--- src/rtl/rrtr_pkg.sv ---
// Package with constants, types and codes of the thread ring
`timescale 1ns / 1ps
`default_nettype none
package rrtr_pkg;

  localparam int POOL_SLOTS  = 16;
  localparam int HANDLE_BITS = 8;
  localparam int SLOT_BITS   = $clog2(POOL_SLOTS);
  localparam int COUNT_BITS  = $clog2(POOL_SLOTS + 1);

  typedef logic [SLOT_BITS-1:0]   slot_t;
  typedef logic [COUNT_BITS-1:0]  count_t;
  typedef logic [HANDLE_BITS-1:0] handle_t;

  typedef enum logic [1:0] {
    OP_PUSH = 2'd0,
    OP_POP  = 2'd1,
    OP_NEXT = 2'd2
  } op_t;

  typedef enum logic [1:0] {
    ST_OK      = 2'd0,
    ST_FULL    = 2'd1,
    ST_REFUSED = 2'd2
  } status_t;

  typedef enum logic [2:0] {
    S_INIT,
    S_IDLE,
    S_EXEC,
    S_LINK,
    S_HREAD,
    S_DONE
  } state_t;

  typedef struct packed {
    logic  we;
    slot_t waddr;
    slot_t wdata;
    slot_t raddr;
  } link_req_t;

  typedef struct packed {
    logic    we;
    slot_t   waddr;
    handle_t wdata;
    slot_t   raddr;
  } hdl_req_t;

  typedef struct packed {
    status_t status;
    handle_t handle;
    count_t  count;
  } res_t;

endpackage
`default_nettype wire

--- src/rtl/round_robin_thread_ring_top.sv ---
// Top level of the thread ring: link memories, sequencer and result register
//
//  channel   direction  handshake             payload
//  cfg       in         cfg_we                cfg_wdata (main thread handle)
//  in        in         in_valid / in_ready   in_opcode, in_thread_handle
//  out       out        out_valid / out_ready out_status, out_result_handle,
//                                             out_entry_count
//
// Each request passes EXEC and then DONE; a push that finds room adds LINK and
// an advance HREAD between them: each link memory has one write port and a
// registered read, so push writes in EXEC and LINK and advance reads again.
// After reset or a main-thread write, the INIT state rewrites slot 0 before a
// request is taken. A stalled result waits in the output register while the
// next request is accepted; the sequencer holds its own result until it drains.
`timescale 1ns / 1ps
`default_nettype none
module round_robin_thread_ring_top (
  input  wire logic       clk,
  input  wire logic       rst_n,
  input  wire logic       cfg_we,
  input  wire logic [7:0] cfg_wdata,
  input  wire logic       in_valid,
  output logic            in_ready,
  input  wire logic [1:0] in_opcode,
  input  wire logic [7:0] in_thread_handle,
  output logic            out_valid,
  input  wire logic       out_ready,
  output logic [1:0]      out_status,
  output logic [7:0]      out_result_handle,
  output logic [4:0]      out_entry_count
);

  rrtr_pkg::link_req_t next_req, prev_req;
  rrtr_pkg::hdl_req_t  hdl_req;
  rrtr_pkg::slot_t     next_rdata, prev_rdata;
  rrtr_pkg::handle_t   hdl_rdata;
  rrtr_pkg::res_t      res;
  logic                res_valid, res_ready;

  logic       out_valid_r;
  logic [1:0] out_status_r;
  logic [7:0] out_handle_r;
  logic [4:0] out_count_r;

  rrtr_ctrl u_ctrl (
    .clk              (clk),
    .rst_n            (rst_n),
    .cfg_we           (cfg_we),
    .cfg_wdata        (cfg_wdata),
    .in_valid         (in_valid),
    .in_ready         (in_ready),
    .in_opcode        (in_opcode),
    .in_thread_handle (in_thread_handle),
    .next_req         (next_req),
    .next_rdata       (next_rdata),
    .prev_req         (prev_req),
    .prev_rdata       (prev_rdata),
    .hdl_req          (hdl_req),
    .hdl_rdata        (hdl_rdata),
    .res_valid        (res_valid),
    .res_ready        (res_ready),
    .res              (res)
  );

  rrtr_ram #(.DEPTH(rrtr_pkg::POOL_SLOTS), .WIDTH(rrtr_pkg::SLOT_BITS)) u_next_ram (
    .clk   (clk),
    .we    (next_req.we),
    .waddr (next_req.waddr),
    .wdata (next_req.wdata),
    .raddr (next_req.raddr),
    .rdata (next_rdata)
  );

  rrtr_ram #(.DEPTH(rrtr_pkg::POOL_SLOTS), .WIDTH(rrtr_pkg::SLOT_BITS)) u_prev_ram (
    .clk   (clk),
    .we    (prev_req.we),
    .waddr (prev_req.waddr),
    .wdata (prev_req.wdata),
    .raddr (prev_req.raddr),
    .rdata (prev_rdata)
  );

  rrtr_ram #(.DEPTH(rrtr_pkg::POOL_SLOTS), .WIDTH(rrtr_pkg::HANDLE_BITS)) u_hdl_ram (
    .clk   (clk),
    .we    (hdl_req.we),
    .waddr (hdl_req.waddr),
    .wdata (hdl_req.wdata),
    .raddr (hdl_req.raddr),
    .rdata (hdl_rdata)
  );

  assign res_ready = !out_valid_r || out_ready;

  always_ff @(posedge clk) begin
    if (!rst_n) begin
      out_valid_r <= 1'b0;
    end else if (res_valid && res_ready) begin
      out_valid_r <= 1'b1;
    end else if (out_ready) begin
      out_valid_r <= 1'b0;
    end
  end

  always_ff @(posedge clk) begin
    if (res_valid && res_ready) begin
      out_status_r <= res.status;
      out_handle_r <= 8'(res.handle);
      out_count_r  <= 5'(res.count);
    end
  end

  assign out_valid         = out_valid_r;
  assign out_status        = out_status_r;
  assign out_result_handle = out_handle_r;
  assign out_entry_count   = out_count_r;

endmodule
`default_nettype wire

--- src/rtl/rrtr_ram.sv ---
// Generic synchronous RAM, one write port, one registered read port
`timescale 1ns / 1ps
`default_nettype none
module rrtr_ram #(
  parameter int DEPTH = 16,
  parameter int WIDTH = 4
) (
  input  wire logic                     clk,
  input  wire logic                     we,
  input  wire logic [$clog2(DEPTH)-1:0] waddr,
  input  wire logic [WIDTH-1:0]         wdata,
  input  wire logic [$clog2(DEPTH)-1:0] raddr,
  output logic      [WIDTH-1:0]         rdata
);

  logic [WIDTH-1:0] mem [DEPTH];

  always_ff @(posedge clk) begin
    if (we) begin
      mem[waddr] <= wdata;
    end
    rdata <= mem[raddr];
  end

endmodule
`default_nettype wire

--- src/rtl/rrtr_ctrl.sv ---
// Sequencer of the thread ring: slot pool, cursor and link updates
`timescale 1ns / 1ps
`default_nettype none
module rrtr_ctrl (
  input  wire logic                 clk,
  input  wire logic                 rst_n,
  input  wire logic                 cfg_we,
  input  wire logic [7:0]           cfg_wdata,
  input  wire logic                 in_valid,
  output logic                      in_ready,
  input  wire logic [1:0]           in_opcode,
  input  wire logic [7:0]           in_thread_handle,
  output rrtr_pkg::link_req_t       next_req,
  input  wire rrtr_pkg::slot_t      next_rdata,
  output rrtr_pkg::link_req_t       prev_req,
  input  wire rrtr_pkg::slot_t      prev_rdata,
  output rrtr_pkg::hdl_req_t        hdl_req,
  input  wire rrtr_pkg::handle_t    hdl_rdata,
  output logic                      res_valid,
  input  wire logic                 res_ready,
  output rrtr_pkg::res_t            res
);

  rrtr_pkg::state_t  state_r, state_nxt;
  logic [1:0]        op_r, op_nxt;
  rrtr_pkg::handle_t hin_r, hin_nxt;
  rrtr_pkg::handle_t main_r;
  rrtr_pkg::slot_t   cur_r, cur_nxt;
  rrtr_pkg::count_t  size_r, size_nxt;
  rrtr_pkg::slot_t   free_r, free_nxt;
  rrtr_pkg::slot_t   succ_r, succ_nxt;
  logic [rrtr_pkg::POOL_SLOTS-1:0] in_use_r, in_use_nxt;
  rrtr_pkg::res_t    res_r, res_nxt;
  rrtr_pkg::slot_t   free_slot;
  logic              pool_full;

  always_comb begin
    free_slot = '0;
    for (int i = rrtr_pkg::POOL_SLOTS - 1; i >= 0; i--) begin
      if (!in_use_r[i]) begin
        free_slot = rrtr_pkg::SLOT_BITS'(i);
      end
    end
  end

  assign pool_full = &in_use_r;

  always_comb begin
    state_nxt = state_r;
    unique case (state_r)
      rrtr_pkg::S_INIT: begin
        state_nxt = rrtr_pkg::S_IDLE;
      end
      rrtr_pkg::S_IDLE: begin
        if (in_valid) begin
          state_nxt = rrtr_pkg::S_EXEC;
        end
      end
      rrtr_pkg::S_EXEC: begin
        unique case (op_r)
          rrtr_pkg::OP_PUSH: state_nxt = pool_full ? rrtr_pkg::S_DONE : rrtr_pkg::S_LINK;
          rrtr_pkg::OP_NEXT: state_nxt = rrtr_pkg::S_HREAD;
          default:           state_nxt = rrtr_pkg::S_DONE;
        endcase
      end
      rrtr_pkg::S_LINK:  state_nxt = rrtr_pkg::S_DONE;
      rrtr_pkg::S_HREAD: state_nxt = rrtr_pkg::S_DONE;
      rrtr_pkg::S_DONE: begin
        if (res_ready) begin
          state_nxt = rrtr_pkg::S_IDLE;
        end
      end
      default: state_nxt = rrtr_pkg::S_INIT;
    endcase
  end

  always_comb begin
    in_ready   = 1'b0;
    res_valid  = 1'b0;
    next_req   = '{we: 1'b0, waddr: cur_r, wdata: cur_r, raddr: cur_r};
    prev_req   = '{we: 1'b0, waddr: cur_r, wdata: cur_r, raddr: cur_r};
    hdl_req    = '{we: 1'b0, waddr: cur_r, wdata: hin_r, raddr: cur_r};
    op_nxt     = op_r;
    hin_nxt    = hin_r;
    cur_nxt    = cur_r;
    size_nxt   = size_r;
    free_nxt   = free_r;
    succ_nxt   = succ_r;
    in_use_nxt = in_use_r;
    res_nxt    = res_r;
    unique case (state_r)
      rrtr_pkg::S_INIT: begin
        next_req = '{we: 1'b1, waddr: '0, wdata: '0, raddr: cur_r};
        prev_req = '{we: 1'b1, waddr: '0, wdata: '0, raddr: cur_r};
        hdl_req  = '{we: 1'b1, waddr: '0, wdata: main_r, raddr: cur_r};
      end
      rrtr_pkg::S_IDLE: begin
        in_ready = 1'b1;
        op_nxt   = in_opcode;
        hin_nxt  = rrtr_pkg::HANDLE_BITS'(in_thread_handle);
      end
      rrtr_pkg::S_EXEC: begin
        hdl_req.raddr = next_rdata;
        free_nxt      = free_slot;
        succ_nxt      = next_rdata;
        res_nxt       = '{status: rrtr_pkg::ST_OK, handle: '0, count: size_r};
        unique case (op_r)
          rrtr_pkg::OP_PUSH: begin
            if (pool_full) begin
              res_nxt.status = rrtr_pkg::ST_FULL;
            end else begin
              next_req.we    = 1'b1;
              next_req.waddr = cur_r;
              next_req.wdata = free_slot;
              prev_req.we    = 1'b1;
              prev_req.waddr = next_rdata;
              prev_req.wdata = free_slot;
              hdl_req.we     = 1'b1;
              hdl_req.waddr  = free_slot;
              hdl_req.wdata  = hin_r;
              in_use_nxt[free_slot] = 1'b1;
              size_nxt       = rrtr_pkg::COUNT_BITS'(size_r + 1'b1);
              res_nxt.count  = rrtr_pkg::COUNT_BITS'(size_r + 1'b1);
            end
          end
          rrtr_pkg::OP_POP: begin
            if (size_r <= rrtr_pkg::COUNT_BITS'(1)) begin
              res_nxt.status = rrtr_pkg::ST_REFUSED;
            end else begin
              next_req.we    = 1'b1;
              next_req.waddr = prev_rdata;
              next_req.wdata = next_rdata;
              prev_req.we    = 1'b1;
              prev_req.waddr = next_rdata;
              prev_req.wdata = prev_rdata;
              in_use_nxt[cur_r] = 1'b0;
              cur_nxt        = next_rdata;
              size_nxt       = rrtr_pkg::COUNT_BITS'(size_r - 1'b1);
              res_nxt.handle = hdl_rdata;
              res_nxt.count  = rrtr_pkg::COUNT_BITS'(size_r - 1'b1);
            end
          end
          rrtr_pkg::OP_NEXT: begin
            cur_nxt = next_rdata;
          end
          default: begin
          end
        endcase
      end
      rrtr_pkg::S_LINK: begin
        next_req = '{we: 1'b1, waddr: free_r, wdata: succ_r, raddr: cur_r};
        prev_req = '{we: 1'b1, waddr: free_r, wdata: cur_r, raddr: cur_r};
      end
      rrtr_pkg::S_HREAD: begin
        res_nxt = '{status: rrtr_pkg::ST_OK, handle: hdl_rdata, count: size_r};
      end
      rrtr_pkg::S_DONE: begin
        res_valid = 1'b1;
      end
      default: begin
      end
    endcase
  end

  assign res = res_r;

  always_ff @(posedge clk) begin
    if (!rst_n) begin
      state_r  <= rrtr_pkg::S_INIT;
      main_r   <= '0;
      cur_r    <= '0;
      size_r   <= rrtr_pkg::COUNT_BITS'(1);
      in_use_r <= rrtr_pkg::POOL_SLOTS'(1);
    end else if (cfg_we) begin
      state_r  <= rrtr_pkg::S_INIT;
      main_r   <= rrtr_pkg::HANDLE_BITS'(cfg_wdata);
      cur_r    <= '0;
      size_r   <= rrtr_pkg::COUNT_BITS'(1);
      in_use_r <= rrtr_pkg::POOL_SLOTS'(1);
    end else begin
      state_r  <= state_nxt;
      cur_r    <= cur_nxt;
      size_r   <= size_nxt;
      in_use_r <= in_use_nxt;
    end
  end

  always_ff @(posedge clk) begin
    op_r   <= op_nxt;
    hin_r  <= hin_nxt;
    free_r <= free_nxt;
    succ_r <= succ_nxt;
    res_r  <= res_nxt;
  end

endmodule
`default_nettype wire

--- config.mk ---
export PLATFORM = sky130hd
export DESIGN_NAME = round_robin_thread_ring_top
export DESIGN_NICKNAME = d
export VERILOG_FILES = /design/src/rtl/rrtr_pkg.sv /design/src/rtl/round_robin_thread_ring_top.sv /design/src/rtl/rrtr_ram.sv /design/src/rtl/rrtr_ctrl.sv
export SDC_FILE = /design/constraint.sdc
export NUM_CORES = 1
export LEC_CHECK = 0
export ABC_AREA = 0
export BUFFER_PORTS_ARGS = -buffer_cell sky130_fd_sc_hd__buf_2
export CORE_ASPECT_RATIO = 0.8
export CORE_MARGIN = 10
export CORE_UTILIZATION = 60
export DETAILED_ROUTE_END_ITERATION = 6
export HOLD_SLACK_MARGIN = 0.03
export PLACE_DENSITY = 0.88
export SETUP_SLACK_MARGIN = 0.02
export SLEW_MARGIN = 20
export SYNTH_ARGS = -nofsm -noshare
export SYNTH_HDL_FRONTEND = slang
export SYNTH_HIERARCHICAL = 1
export SYNTH_SLANG_ARGS = --single-unit
--- constraint.sdc ---
create_clock -name clk -period 3.4 [get_ports clk]
set_input_delay 0.51 -clock clk [delete_from_list [all_inputs] [get_ports clk]]
set_output_delay 0.51 -clock clk [all_outputs]
set_load 0.05 [all_outputs]
==> run metrics <==
outcome=finished, violations left; failing checks=design-rule violations; RSZ-0062 raised after global routing=true; synth cell count leaders=304 x edfxtp_1, 74 x nand2_1, 74 x nor2_1, 53 x dfxtp_1, 47 x o21ai_0; Initial Utilization=61.5%; number of global-route vias before repair=9254; antenna diode count=0; CTS Sinks=357; reg2reg path depth=10; Hold Fails Final Rpt=0; # DRC=2; area delta synth->final=12.9%; CTS tree=done; clock root cell=clkbuf_16; EDFF count, synth=304; WS Path Type=reg -> reg; TritonCTS buffer count=35; Filler cells=1590; GRT overflow=0; Min-Delay Startpoint=in_thread_handle[6]; Max Root-Sink Buffers=3; max frequency=0.299 GHz; Synth Cell Area=15100 um^2; sequential share of the synthesized area=67.6%; input/output buffers=39; layout cells sized above 1=19.9%; initial antenna violation count=0; R2R setup slack=0.05 ns; largest net degree at the start of global routing=43; Hold WC Path Type=in -> reg; Post-CTS Setup Repair Bufs=0; first-pass GRT wire length=53.2 mm; pwr dens=517 nW/um^2; Setup crit start=u_ctrl/size_r[1]; Area contributors post-synth=edfxtp_1 61%, mux4_1 7.3%, dfxtp_1 7.0%; die height=162 um; CP bufs+invs=1; Syn. warnings=6; cell with the most instances after synthesis=edfxtp_1; Via Count=9379; RePlAce Congestion=0.989; hpwl dp=22.6 mm; fin crit share=98.4%; max-slew violations=0; PnR worst setup slack=0.0539 ns; worst-path fanout max=8; core area=24500 um^2; synth unique cells=73; Power Total=8.79 mW; I/O pins=40; Yosys top cell by area=edfxtp_1; CP Depth=10; register bit total from synthesis=357; Gate Count Post-Synth=982; Post-Syn Area per Cell=15.3 um^2; min cycle time layout=3.35 ns; Routed WL=34.0 mm; CP endpoint kind=flip-flop; Chip Width=197 um; H-tree Lvls=2; antenna-violating nets left=0; max-cap violations=0; Tightest Pin Transition=1.05 ns; DP Worst Slack=0.0804 ns; Syn Nets=1008; Initial DRC Count=1402; hold path cells=1; Slew headroom=30.2%; reg2reg start=u_ctrl/size_r[1]; share of flip-flops with an asynchronous set or reset=0%; Avg Vias per Cell=6.62; clock-pin slew on the worst setup and hold paths=0.07 ns; DR WL/cell=24.0 um; Fin Hold WS=0.183 ns; startpoint types=flip-flop; Pleak=5.60 nW; delay-heaviest family, CP=simple AND/OR/NAND/NOR gates; Layout Nets=1099; Critical Path Max Stage Delay=0.55 ns; Die ar.=31900 um^2; Clk Latency, worst-skew pair=0.51 ns; CP Data Arrival Time=3.51 ns; count of final setup violators=0; # rows=51; Post-Layout Cell Count=1416; Worst Clk Skew=0.0213 ns; Critical Path RT=3.56 ns; most frequent CP cell=nand3_1; top cell type's share of synthesized area=60.6%; ys flop type=edfxtp_1; Slowest-stage cell, CP=or3b_2; Max VDD drop=0.000448 V; GRT Util Overall=21.4%; DP Cell Count=1354; CP Cell Sequence=inv_1 -> ha_1 -> o21bai_1 -> and2_0 -> nand3_1 -> nand3_1 -> a311oi_1 -> o21ai_1 -> or3b_2 -> nor2_1; 1st-pass router iterations=7
-- repair_timing --
action / 4_1_cts / 5_1_grt
setup endpoints to repair: 0 / 70
hold buffers: 0 / 0
resized for setup: 0 / 10
-- state kept, by name, indices dropped and copies added (netlist names), 5 cells and up --
name / cells
u_ctrl/hin_r: 8
out_result_handle: 8
u_ctrl/size_r: 5
out_entry_count: 5
u_hdl_ram/rdata: 8
u_prev_ram/mem: 64
u_hdl_ram/mem: 128
u_next_ram/mem: 64
u_ctrl/in_use_r: 16
u_ctrl/main_r: 8
u_ctrl/res: 15
-- worst reg2reg max path, cell delays in order (launching register included) --
cell and delay [ns]:
dfxtp_1 0.48, inv_1 0.16, ha_1 0.21, o21bai_1 0.22, and2_0 0.32, nand3_1 0.17, nand3_1 0.12, a311oi_1 0.31
o21ai_1 0.16, or3b_2 0.55, nor2_1 0.33
-- cell type report --
| class | instances | area, um^2 | share of cell area [%] |
|---|---|---|---|
| clock inverter | 16 | 134 | 0.787 |
| clock buffer | 46 | 970 | 5.70 |
| timing repair buffer | 104 | 708 | 4.16 |
| tap | 318 | 398 | 2.34 |
| inverter | 14 | 53.8 | 0.316 |
| sequential | 357 | 10200 | 59.9 |
| multi-input combinational | 561 | 4560 | 26.8 |
-- power by group --
group	internal (mW)	switching, mW	leakage (nW)
clock network	2.17	1.54	0.538
logic	0.0915	0.173	1.89
registers	4.79	0.0247	3.17
total	7.05	1.74	5.60
-- per-stage QoR --
step / util (%) / TNS [ns] / area, um^2
final: 69.4 / 0 / 17000
after global routing: 69.4 / -0.660 / 17000
after CTS: 69.3 / 0 / 17000
after detailed placement: 64.8 / 0 / 15900
after global placement: 64.8 / 0 / 15900
after floorplan: - / 0 / 15100
-- final timing paths --
kind,to
worst min-delay path,u_ctrl/hin_r[6]
worst max-delay path,u_prev_ram/mem[3][0]
worst max register to register,u_prev_ram/mem[3][0]
worst min register to register,out_status[0]
-- cells in the final DEF, fill, tap and decap left out, types with 6 or more instances in the layout --
cell type / synthesis / final
nand3_1: 45 / 45
nand2_1: 74 / 74
clkbuf_16: 0 / 37
nor3_1: 19 / 14
nor2_1: 74 / 69
mux2_2: 8 / 8
nor2b_1: 27 / 27
mux4_2: 22 / 22
mux2i_1: 14 / 14
dfxtp_1: 53 / 52
clkbuf_1: 20 / 8
inv_1: 12 / 12
nand2b_1: 12 / 12
buf_2: 13 / 39
o211ai_1: 13 / 13
buf_4: 6 / 63
o21ai_0: 47 / 45
a22oi_1: 28 / 28
clkinv_1: 0 / 7
edfxtp_1: 304 / 304
nor2_2: 1 / 6
or3_1: 6 / 6
a21oi_1: 33 / 33
mux4_1: 42 / 42
nand3b_1: 9 / 9
-- per-layer routing --
metal	part of all wire, %	GRT usage, %
met5	0	0
met4	2.4	5.90
met3	11	5.00
met2	45	31.8
met1	41	31.3
-- cell families (layout without fill, tap and decap cells) --
logic type,Yosys count,in the layout,synth area share (%)
flops,357,357,67.6
fa+ha+maj,3,3,0.249
mux,86,86,12.1
xor+xnor,5,5,0.291
buf+inv,64,180,2.50
simple gates,303,303,10.2
compound gates,164,164,6.98
Power figures use the tool's default switching activity.
